==> config.mk <==
export PLATFORM = sky130hd
export DESIGN_NAME = keyed_freeze_timeout_table_core
export DESIGN_NICKNAME = d
export VERILOG_FILES = /design/src/rtl/kftt_pkg.sv /design/src/rtl/kftt_ctrl.sv /design/src/rtl/kftt_datapath.sv /design/src/rtl/keyed_freeze_timeout_table_core.sv
export SDC_FILE = /design/constraint.sdc
export NUM_CORES = 2
export LEC_CHECK = 0
export ABC_CLOCK_PERIOD_IN_PS = 17850
export CAP_MARGIN = 0
export CORE_UTILIZATION = 50
export CTS_CLUSTER_DIAMETER = 80
export DETAILED_ROUTE_END_ITERATION = 7
export DONT_BUFFER_PORTS = 1
export PLACE_DENSITY = 0.66
export SYNTH_ARGS = -nofsm -noshare
export SYNTH_HDL_FRONTEND = slang
export SYNTH_HIERARCHICAL = 1
export SYNTH_SLANG_ARGS = --single-unit
==> constraint.sdc <==
create_clock -name clock -period 17.85 [get_ports clock]
set_clock_uncertainty 0.05 [all_clocks]
set_input_delay 0.8925 -clock clock [delete_from_list [all_inputs] [get_ports clock]]
set_output_delay 0.8925 -clock clock [all_outputs]
set_load 0.02 [all_outputs]
==> src/rtl/kftt_pkg.sv <==
// Package for the keyed freeze timeout table: sizes, action/event/status codes,
// item structs and the controller/datapath command and status structs.
// No dependencies.
package kftt_pkg;

   localparam int ENTRIES  = 16;
   localparam int KEY_BITS = 16;
   localparam int IDX_BITS = $clog2(ENTRIES);
   localparam int CNT_BITS = $clog2(ENTRIES + 1);

   localparam logic [2:0] ACT_REGISTER   = 3'd0;
   localparam logic [2:0] ACT_UNREGISTER = 3'd1;
   localparam logic [2:0] ACT_FREEZE     = 3'd2;
   localparam logic [2:0] ACT_RELEASE    = 3'd3;
   localparam logic [2:0] ACT_TICK       = 3'd4;

   localparam logic [1:0] EV_STATUS = 2'd0;
   localparam logic [1:0] EV_RESUME = 2'd1;
   localparam logic [1:0] EV_PAUSE  = 2'd2;

   localparam logic [2:0] ST_OK        = 3'd0;
   localparam logic [2:0] ST_NOT_FOUND = 3'd1;
   localparam logic [2:0] ST_DUPLICATE = 3'd2;
   localparam logic [2:0] ST_NULL      = 3'd3;
   localparam logic [2:0] ST_FULL      = 3'd4;

   typedef struct packed {
      logic [2:0]  action;
      logic [15:0] actor_id;
      logic [15:0] actor_handle;
      logic        infinite;
      logic [31:0] duration;
      logic [15:0] delta_ticks;
   } req_type;

   typedef struct packed {
      logic [1:0]  event_kind;
      logic [15:0] actor_id_res;
      logic [15:0] actor_handle_res;
      logic [2:0]  status;
      logic        last;
   } rsp_type;

   typedef struct packed {
      logic load;
      logic exec;
      logic walk_step;
      logic walk_final;
   } cmd_type;

   typedef struct packed {
      logic is_tick;
      logic walk_done;
   } stat_type;

endpackage

==> src/rtl/kftt_ctrl.sv <==
// Controller of the keyed freeze timeout table: sequences load, execute
// and the tick walk over the freeze order. Depends on kftt_pkg.
module kftt_ctrl import kftt_pkg::*; (
   input  logic     clock,
   input  logic     reset,
   input  logic     start,
   input  stat_type stat,
   output cmd_type  cmd,
   output logic     busy
);

   localparam logic [1:0] S_IDLE = 2'd0;
   localparam logic [1:0] S_EXEC = 2'd1;
   localparam logic [1:0] S_WALK = 2'd2;

   logic [1:0] state_ff, state_in;

   always_comb begin
      state_in = state_ff;
      cmd      = '0;
      case (state_ff)
         S_IDLE: begin
            if (start) begin
               cmd.load = 1'b1;
               state_in = S_EXEC;
            end
         end
         S_EXEC: begin
            cmd.exec = 1'b1;
            state_in = stat.is_tick ? S_WALK : S_IDLE;
         end
         S_WALK: begin
            if (stat.walk_done) begin
               cmd.walk_final = 1'b1;
               state_in       = S_IDLE;
            end else begin
               cmd.walk_step = 1'b1;
            end
         end
         default: state_in = S_IDLE;
      endcase
   end

   always_ff @(posedge clock) begin
      if (reset) begin
         state_ff <= S_IDLE;
      end else begin
         state_ff <= state_in;
      end
   end

   assign busy = (state_ff != S_IDLE);

endmodule

==> src/rtl/kftt_datapath.sv <==
// Datapath of the keyed freeze timeout table: slot registers, parallel key
// match, freeze-order queue, saturating timer update and result register.
// Depends on kftt_pkg.
module kftt_datapath import kftt_pkg::*; (
   input  logic     clock,
   input  logic     reset,
   input  req_type  req_item,
   input  cmd_type  cmd,
   output stat_type stat,
   output rsp_type  rsp_item,
   output logic     rsp_valid
);

   req_type item_ff;

   logic [ENTRIES-1:0]  valid_ff, valid_in;
   logic [ENTRIES-1:0]  frozen_ff, frozen_in;
   logic [KEY_BITS-1:0] key_ff     [ENTRIES];
   logic [15:0]         handle_ff  [ENTRIES];
   logic                forever_ff [ENTRIES];
   logic [31:0]         limit_ff   [ENTRIES];
   logic [31:0]         elapsed_ff [ENTRIES];
   logic [IDX_BITS-1:0] order_ff   [ENTRIES];
   logic [IDX_BITS-1:0] order_in   [ENTRIES];
   logic [IDX_BITS-1:0] order_unlink [ENTRIES];
   logic [CNT_BITS-1:0] count_ff, count_in;
   logic [CNT_BITS-1:0] remain_ff, remain_in;
   rsp_type             rsp_ff, rsp_in;
   logic                rsp_valid_ff, rsp_valid_in;

   logic [KEY_BITS-1:0] key_cur;
   logic [ENTRIES-1:0]  hit;
   logic [ENTRIES-2:0]  del_hit, del_after;
   logic                found, full, reg_ok, freeze_add;
   logic [IDX_BITS-1:0] hit_idx, free_idx, head, rd_idx, tail_idx;
   logic [32:0]         sum;
   logic [31:0]         elapsed_new;
   logic                expired;

   assign key_cur = KEY_BITS'(item_ff.actor_id);

   always_comb begin
      hit      = '0;
      hit_idx  = '0;
      free_idx = '0;
      for (int i = ENTRIES - 1; i >= 0; i--) begin
         hit[i] = valid_ff[i] && (key_ff[i] == key_cur);
         if (hit[i]) begin
            hit_idx = IDX_BITS'(i);
         end
         if (!valid_ff[i]) begin
            free_idx = IDX_BITS'(i);
         end
      end
   end

   assign found  = |hit;
   assign full   = &valid_ff;
   assign reg_ok = (item_ff.actor_handle != 16'd0) && !found && !full;
   assign freeze_add = !frozen_ff[hit_idx] && (count_ff < CNT_BITS'(ENTRIES));

   // removal of hit_idx from the freeze order: entries at and after it move up
   always_comb begin
      for (int i = 0; i < ENTRIES - 1; i++) begin
         del_hit[i] = (CNT_BITS'(i) < count_ff) && (order_ff[i] == hit_idx);
      end
      del_after[0] = del_hit[0];
      for (int i = 1; i < ENTRIES - 1; i++) begin
         del_after[i] = del_after[i-1] | del_hit[i];
      end
      for (int i = 0; i < ENTRIES - 1; i++) begin
         order_unlink[i] = del_after[i] ? order_ff[i+1] : order_ff[i];
      end
      order_unlink[ENTRIES-1] = order_ff[ENTRIES-1];
   end

   assign head     = order_ff[0];
   assign rd_idx   = cmd.walk_step ? head : hit_idx;
   assign tail_idx = IDX_BITS'(count_ff - CNT_BITS'(1));

   assign sum         = {1'b0, elapsed_ff[head]} + {17'd0, item_ff.delta_ticks};
   assign elapsed_new = sum[32] ? 32'hFFFF_FFFF : sum[31:0];
   assign expired     = !forever_ff[head] && (elapsed_new >= limit_ff[head]);

   always_comb begin
      valid_in     = valid_ff;
      frozen_in    = frozen_ff;
      count_in     = count_ff;
      remain_in    = remain_ff;
      order_in     = order_ff;
      rsp_in       = '0;
      rsp_valid_in = 1'b0;
      if (cmd.exec) begin
         rsp_in.last  = 1'b1;
         rsp_valid_in = 1'b1;
         case (item_ff.action)
            ACT_REGISTER: begin
               rsp_in.actor_id_res     = item_ff.actor_id;
               rsp_in.actor_handle_res = item_ff.actor_handle;
               if (item_ff.actor_handle == 16'd0) begin
                  rsp_in.status = ST_NULL;
               end else if (found) begin
                  rsp_in.status = ST_DUPLICATE;
               end else if (full) begin
                  rsp_in.status = ST_FULL;
               end else begin
                  valid_in[free_idx]  = 1'b1;
                  frozen_in[free_idx] = 1'b0;
               end
            end
            ACT_UNREGISTER, ACT_FREEZE, ACT_RELEASE: begin
               rsp_in.actor_id_res = item_ff.actor_id;
               if (!found) begin
                  rsp_in.status = ST_NOT_FOUND;
               end else begin
                  rsp_in.actor_handle_res = handle_ff[rd_idx];
                  if (item_ff.action == ACT_FREEZE) begin
                     rsp_in.event_kind = EV_PAUSE;
                     if (freeze_add) begin
                        order_in[count_ff[IDX_BITS-1:0]] = hit_idx;
                        count_in           = count_ff + CNT_BITS'(1);
                        frozen_in[hit_idx] = 1'b1;
                     end
                  end else begin
                     if (item_ff.action == ACT_RELEASE) begin
                        rsp_in.event_kind = EV_RESUME;
                     end else begin
                        valid_in[hit_idx] = 1'b0;
                     end
                     if (frozen_ff[hit_idx]) begin
                        order_in           = order_unlink;
                        count_in           = count_ff - CNT_BITS'(1);
                        frozen_in[hit_idx] = 1'b0;
                     end
                  end
               end
            end
            ACT_TICK: begin
               rsp_in.last  = 1'b0;
               rsp_valid_in = 1'b0;
               remain_in    = count_ff;
            end
            default: begin
               rsp_in.status = ST_OK;
            end
         endcase
      end else if (cmd.walk_step) begin
         remain_in = remain_ff - CNT_BITS'(1);
         for (int i = 0; i < ENTRIES - 1; i++) begin
            order_in[i] = order_ff[i+1];
         end
         if (expired) begin
            count_in                = count_ff - CNT_BITS'(1);
            frozen_in[head]         = 1'b0;
            rsp_valid_in            = 1'b1;
            rsp_in.event_kind       = EV_RESUME;
            rsp_in.actor_id_res     = 16'(key_ff[rd_idx]);
            rsp_in.actor_handle_res = handle_ff[rd_idx];
         end else begin
            order_in[tail_idx] = head;
         end
      end else if (cmd.walk_final) begin
         rsp_valid_in = 1'b1;
         rsp_in.last  = 1'b1;
      end
   end

   always_ff @(posedge clock) begin
      if (reset) begin
         valid_ff     <= '0;
         frozen_ff    <= '0;
         count_ff     <= '0;
         remain_ff    <= '0;
         rsp_valid_ff <= 1'b0;
      end else begin
         valid_ff     <= valid_in;
         frozen_ff    <= frozen_in;
         count_ff     <= count_in;
         remain_ff    <= remain_in;
         rsp_valid_ff <= rsp_valid_in;
      end
   end

   always_ff @(posedge clock) begin
      order_ff <= order_in;
      rsp_ff   <= rsp_in;
      if (cmd.load) begin
         item_ff <= req_item;
      end
      if (cmd.exec && (item_ff.action == ACT_REGISTER) && reg_ok) begin
         key_ff[free_idx]    <= key_cur;
         handle_ff[free_idx] <= item_ff.actor_handle;
      end
      if (cmd.exec && (item_ff.action == ACT_FREEZE) && found) begin
         forever_ff[hit_idx] <= item_ff.infinite;
         limit_ff[hit_idx]   <= item_ff.duration;
         elapsed_ff[hit_idx] <= 32'd0;
      end
      if (cmd.walk_step && !forever_ff[head]) begin
         elapsed_ff[head] <= elapsed_new;
      end
   end

   assign stat.is_tick   = (item_ff.action == ACT_TICK);
   assign stat.walk_done = (remain_ff == '0);
   assign rsp_item       = rsp_ff;
   assign rsp_valid      = rsp_valid_ff;

`ifndef SYNTHESIS
   a_count_range: assert property (@(posedge clock) disable iff (reset)
      count_ff <= CNT_BITS'(ENTRIES))
      else $error("freeze count exceeds table size");
   a_count_match: assert property (@(posedge clock) disable iff (reset)
      $countones(frozen_ff) == int'(count_ff))
      else $error("freeze count differs from frozen flags");
   a_frozen_valid: assert property (@(posedge clock) disable iff (reset)
      (frozen_ff & ~valid_ff) == '0)
      else $error("frozen flag on a free slot");
   a_walk_bound: assert property (@(posedge clock) disable iff (reset)
      cmd.walk_step |-> (remain_ff <= count_ff))
      else $error("walk remainder exceeds queue length");
`endif

endmodule

==> src/rtl/keyed_freeze_timeout_table_core.sv <==
// Top level of the keyed freeze timeout table.
// Depends on kftt_pkg, kftt_ctrl and kftt_datapath.
//
// Usage:
//   Command channel: drive req_item and raise start; the item is taken at a
//   rising edge where start is high and busy is low.
//   Result channel: each result sits on rsp_item for one cycle with
//   rsp_valid high; rsp_item.last marks the final result of an item. The
//   receiver has no way to hold results off and must take every one.
//   Register, unregister, freeze, release and unused actions give one
//   result, registered after the execute state; busy is high for one
//   cycle, so a further item can be taken as soon as busy drops.
//   A tick walks the freeze order one entry per cycle, emitting a resume
//   result for each expired entry as it goes, then a closing status result.
//   It visits each frozen entry once, through the single timer adder that
//   updates the head of the freeze order.
//   Key lookup compares all slots at once.
//   Reset empties the table and the freeze order and drops any result.
module keyed_freeze_timeout_table_core import kftt_pkg::*; (
   input  logic    clock,
   input  logic    reset,
   input  logic    start,
   output logic    busy,
   input  req_type req_item,
   output logic    rsp_valid,
   output rsp_type rsp_item
);

   cmd_type  cmd;
   stat_type stat;

   kftt_ctrl u_ctrl (
      .clock (clock),
      .reset (reset),
      .start (start),
      .stat  (stat),
      .cmd   (cmd),
      .busy  (busy)
   );

   kftt_datapath u_datapath (
      .clock     (clock),
      .reset     (reset),
      .req_item  (req_item),
      .cmd       (cmd),
      .stat      (stat),
      .rsp_item  (rsp_item),
      .rsp_valid (rsp_valid)
   );

endmodule

# Word-level counts from Yosys, hierarchy flattened
# Memory sizes are Yosys's and may differ from the RTL's. A register that Yosys moved wholly into a read port is not among the register bits.
# Cells that the tools add are included.
# word_totals
mem_bits_rw	1552
elab_cells	395
mem_count	5
reg_bits	231
out_inout_bits	40
inputBits	87
# mem_list
memory	words	width	read_ports	rd_ports_with_merged_regs	write_ports	line_no	rtl
u_datapath.elapsed_ff	16	32	1	1	1	kftt_datapath.sv:22	logic [31:0] elapsed_ff [ENTRIES];
u_datapath.limit_ff	16	32	1	1	1	kftt_datapath.sv:21	logic [31:0] limit_ff [ENTRIES];
u_datapath.handle_ff	16	16	1	0	1	kftt_datapath.sv:19	logic [15:0] handle_ff [ENTRIES];
u_datapath.key_ff	16	16	17	0	1	kftt_datapath.sv:18	logic [KEY_BITS-1:0] key_ff [ENTRIES];
u_datapath.forever_ff	16	1	1	1	1	kftt_datapath.sv:20	logic forever_ff [ENTRIES];
# classes
eq_ne	75
reduce_logical	83
n_lt_le_gt_ge	27
add_sub_neg	4
mux	143
bitwise	25
# ops
op	count
two-way mux 64 bit	8
two-way mux 16 bit	17
== test 16 bit	16
two-way mux 4 bit	54
bitwise mux 64 bit	2
AND reduction 6 bit	17
two-way mux 34 bit	2
inequality test 3 bit (second input constant)	22
bitwise AND 16 bit	4
two-way mux 32 bit	2
one-hot mux 16 bit (2 select lines)	2
one-hot mux 32 bit (2 select lines)	1
== test 4 bit	15
two-way mux 5 bit	11
inverter 16 bit	3
logical AND 1 bit	45
< comparator 4 x 5 -> 1 bit (first input constant)	7
adder 32 x 16 -> 33 bit	1
two-way mux 33 bit	1
demux 4 bit (select 4 bit)	2
greater-or-equal comparator 32 bit	1
bitwise OR 16 bit	2
OR reduction 32 bit	1
two-way mux 1 bit	25
other kinds (39)	96

# Depth between registers and ports, before layout
# An unclocked memory read counts as a cell.
# logic_depth
ltp_word	42
depth_mapped	41
ltp_nobuf	30

# Hierarchy
# The synthesis kept the hierarchy.
# by_module_without_submodules
mod	area_each_um2	cells_per_inst	n_inst
kftt_datapath	80140.6	5778	1
kftt_ctrl	121.4	10	1

# Worst setup path before layout
# No wires, ideal clock.
# synth_timing
kind	reg2reg
from	register (tool-made name)
to	register u_datapath.rsp_ff (netlist bit u_datapath/rsp_item[10])
stages_incl_launch_ff	39
arrival_time_ns	8.892
setup_ns	0.079
setup_slack_ns	8.829
required_ns	17.721
cell_sequence	dfxtp_1 buf_2 buf_6 buf_6 buf_6 buf_6 buf_6 clkbuf_1 buf_1 mux4_2 mux4_2 ha_1 a21o_1 a21oi_1 o21ai_0 a21oi_1 o21ai_0 a21oi_1 [3 not listed] nor2_1 xnor2_1 nor2_1 clkbuf_1 inv_1 ha_1 nand3_1 nor3_1 a221oi_1 a211oi_1 a311oi_1 a21oi_1 and2_1 nor2_1 nor3_2 buf_2 a32oi_1 o211ai_1
# synth_lines
item	line_no	rtl
end signal, assigned	kftt_datapath.sv:186	rsp_ff <= rsp_in;
end, declared	kftt_datapath.sv:28	rsp_type rsp_ff, rsp_in;

==> results.md <==
- Top FF cell, synth: edfxtp_1
- Crit path depth: 28
- Worst-skew pair later-pin latency: 840 ps
- Initial antenna violation count: 19
- LEAKAGE: 28.33 nW
- Met1 usage: 38.58%
- Max rail drop VDD: 0.1054 mV
- Mapped cell area: 80,260 um2
- First-pass GRT wire length: 333,800 um
- CP Launch Type: flip-flop
- Slew Limit Fails: 0
- Total Routing Usage GR: 28.15%
- Setup CP Type: flip-flop to flip-flop
- Area grow syn2layout: 10.71%
- # nets final: 5,885
- Worst reg2reg path depth: 28
- Post-synth EDFFs: 1,700
- Met2 usage: 44.78%
- Critical path's top delay family: compound AO/OA/AOI/OAI gates
- Fin crit period: 11,240 ps
- Starting Density: 50.50%
- Post-synth top area share: 63.60%
- Ys async rst share: 0%
- Mapped Nets: 5,933
- Status: complete, no violations
- Routed WL per cell: 28.75 um
- Yosys reg bits: 1,787
- Largest net degree at the start of global routing: 124
- Slowest stage cell, crit path: a21oi_1
- Vias per inst: 6.374
- Average size of a mapped cell: 13.87 um2
- Gpl congestion: 0.9659
- CTS root buffer: clkbuf_16
- Worst setup EP type: flip-flop
- Final count of hold timing violations: 0
- Hpwl dp: 130,700 um
- CTS Sinks: 1,787
- Dpl ws: 6832 ps
- Footprint of the multi-input gates: 25,990 um2
- Netlist cell types: 105
- Yosys top cell by area: edfxtp_1
- RSZ-0062 raised after global routing: false
- Max Fclk: 88.96 MHz
- Post-Route Setup TNS: 0 ps
- CP Max Fanout: 122
- Bufs and invs on worst path: 3
- Total congestion overflow: 0
- Cells after Synth: 5,788
- CTS max path bufs: 3
- Hold depth: 0
- DRT iter0 DRCs: 6,538
- Clk pin slew, worst setup/hold paths: 60 ps
- Vias in the first global route: 49,510
- YS warnings: 6
- Ports: 127
- Post_cts resized: 0
- Synth area leaders: edfxtp_1 64%, mux4_2 9.1%, nor2_1 3.4%
- Register area: 52,810 um2
- CP most frequent cell: o21ai_0
- Crit path required time: 18,580 ps
- Die width: 402.7 um
- Arr. time, crit path: 11,970 ps
- Delay of the slowest critical-path stage: 990 ps
- Total chip power: 0.008639 W
- Wirelength, routed: 229,000 um
- Max Cap Viol: 0
- Total CTS buffers: 183
- 1st-pass router iterations: 6
- Met3 Use GR: 5.813%
- H-Tree Depth: 4
- Filler Cells Inserted: 12,550
- Final WS setup: 6609 ps
- Measured slew at the worst slew-check pin: 1353 ps
- Final setup vio count: 0
- Vias: 50,760
- Full die area: 162,100 um2
- Max-Slew Margin vs Limit: 8.967%
- Antenna Nets Post-Route: 0
- Die Y: 402.7 um
- Period utilization: 62.98%
- Post-CTS Setup Inserts: 0
- # rows: 146
- Hold_buf cts: 0
- PwrDens: 97.22 nW/um2
- Worst hold path type: input port to flip-flop
- Most Crowded Layer GR: met2
- Final hold slack: 95.04 ps
- CTS tree: built
- Register area share after synthesis: 65.77%
- Layout cells sized above 1: 14.64%
- # DRC: 0
- Core area: 158,900 um2
- I/O Buffers: 0
- Util after Layout: 55.91%
==> kinds of logic (layout without fill, tap and decap cells) <==
group | Yosys count | count (layout) | share of synthesized area [%]
and+or+nand+nor | 2148 | 2148 | 12.21
DFF | 1787 | 1787 | 65.77
AOI/OAI and AO/OA | 608 | 608 | 5.099
buffers and inverters | 472 | 573 | 2.499
muxes | 393 | 393 | 9.978
xor gates and xnor gates | 322 | 322 | 3.523
adders and majority gates | 58 | 58 | 0.9135
other | 0 | 3 | 0
==> area by class of cell <==
cell class                 instances  share of cell area (%)
tap                             2072                   2.918
inverter                         100                  0.4224
clock inverter                    95                   1.172
antenna                            3                0.008449
multi-input combinational       3529                   29.25
timing repair buffer             139                   1.231
sequential                      1787                   59.43
clock buffer                     239                   5.572
==> cell usage after synthesis, types with 69 or more instances <==
cell,number
o21ai_0,161
xor2_1,121
xnor2_1,200
edfxtp_1,1700
nand4_1,69
nor2_1,726
inv_1,99
mux4_2,325
clkbuf_1,255
nand2_1,674
a21oi_1,95
nand3_1,302
dfxtp_1,87
==> per-layer routing <==
layer,vias up,routed length (um)
li1,21750,-
met1,25690,88950
met2,2822,108400
met3,486,23360
met4,14,8147
met5,-,75
==> final timing paths <==
check	startpoint	end	slack (ps)
worst max register to register	flip-flop	u_datapath/rsp_item[32]$_DFF_P_	6610
worst min-delay path	req_item[46]	u_datapath/item_ff[46]$_DFFE_PP_	100
worst min register to register	u_datapath/remain_ff[4]$_SDFFE_PP0P_	u_datapath/remain_ff[4]$_SDFFE_PP0P_	440
worst max-delay path	flip-flop	u_datapath/rsp_item[32]$_DFF_P_	6610
==> registers in the layout, indices dropped and copies added (netlist names), named ones only <==
signal	cells
u_datapath/remain_ff	5
u_datapath/rsp_valid	1
u_datapath/item_ff	68
u_datapath/order_ff	60
u_datapath/elapsed_ff	512
u_datapath/count_ff	5
u_datapath/valid_ff	16
u_datapath/key_cur	16
u_datapath/head	4
u_datapath/handle_ff	256
u_datapath/rsp_item	38
u_datapath/limit_ff	512
u_ctrl/state_ff	2
u_datapath/key_ff	256
u_datapath/forever_ff	16
==> cell usage in the layout (no fill, tap or decap), types with 99 or more instances in the layout <==
master,instances
buf_4,135
clkbuf_16,184
edfxtp_1,1700
inv_1,99
mux4_2,325
nand2_1,658
nand3_1,302
nor2_1,701
o21ai_0,145
xnor2_1,200
xor2_1,121
==> metrics by stage <==
stage / instance area (um2) / instances
2_1_floorplan: 80260 / 5788
3_3_place_gp: 82860 / 7627
3_5_place_dp: 82860 / 7627
4_1_cts: 88850 / 7961
5_1_grt: 88850 / 7962
6_report: 88860 / 7964
==> report_power, final <==
part	internal (W)	total, W	switching, W	leakage (nW)
combinational	0.0000584	0.000204	0.000146	10.4
sequential	0.00459	0.00462	0.0000368	15.0
clock	0.00217	0.00381	0.00164	2.92
Note: power is estimated with default switching activity, not from simulation.
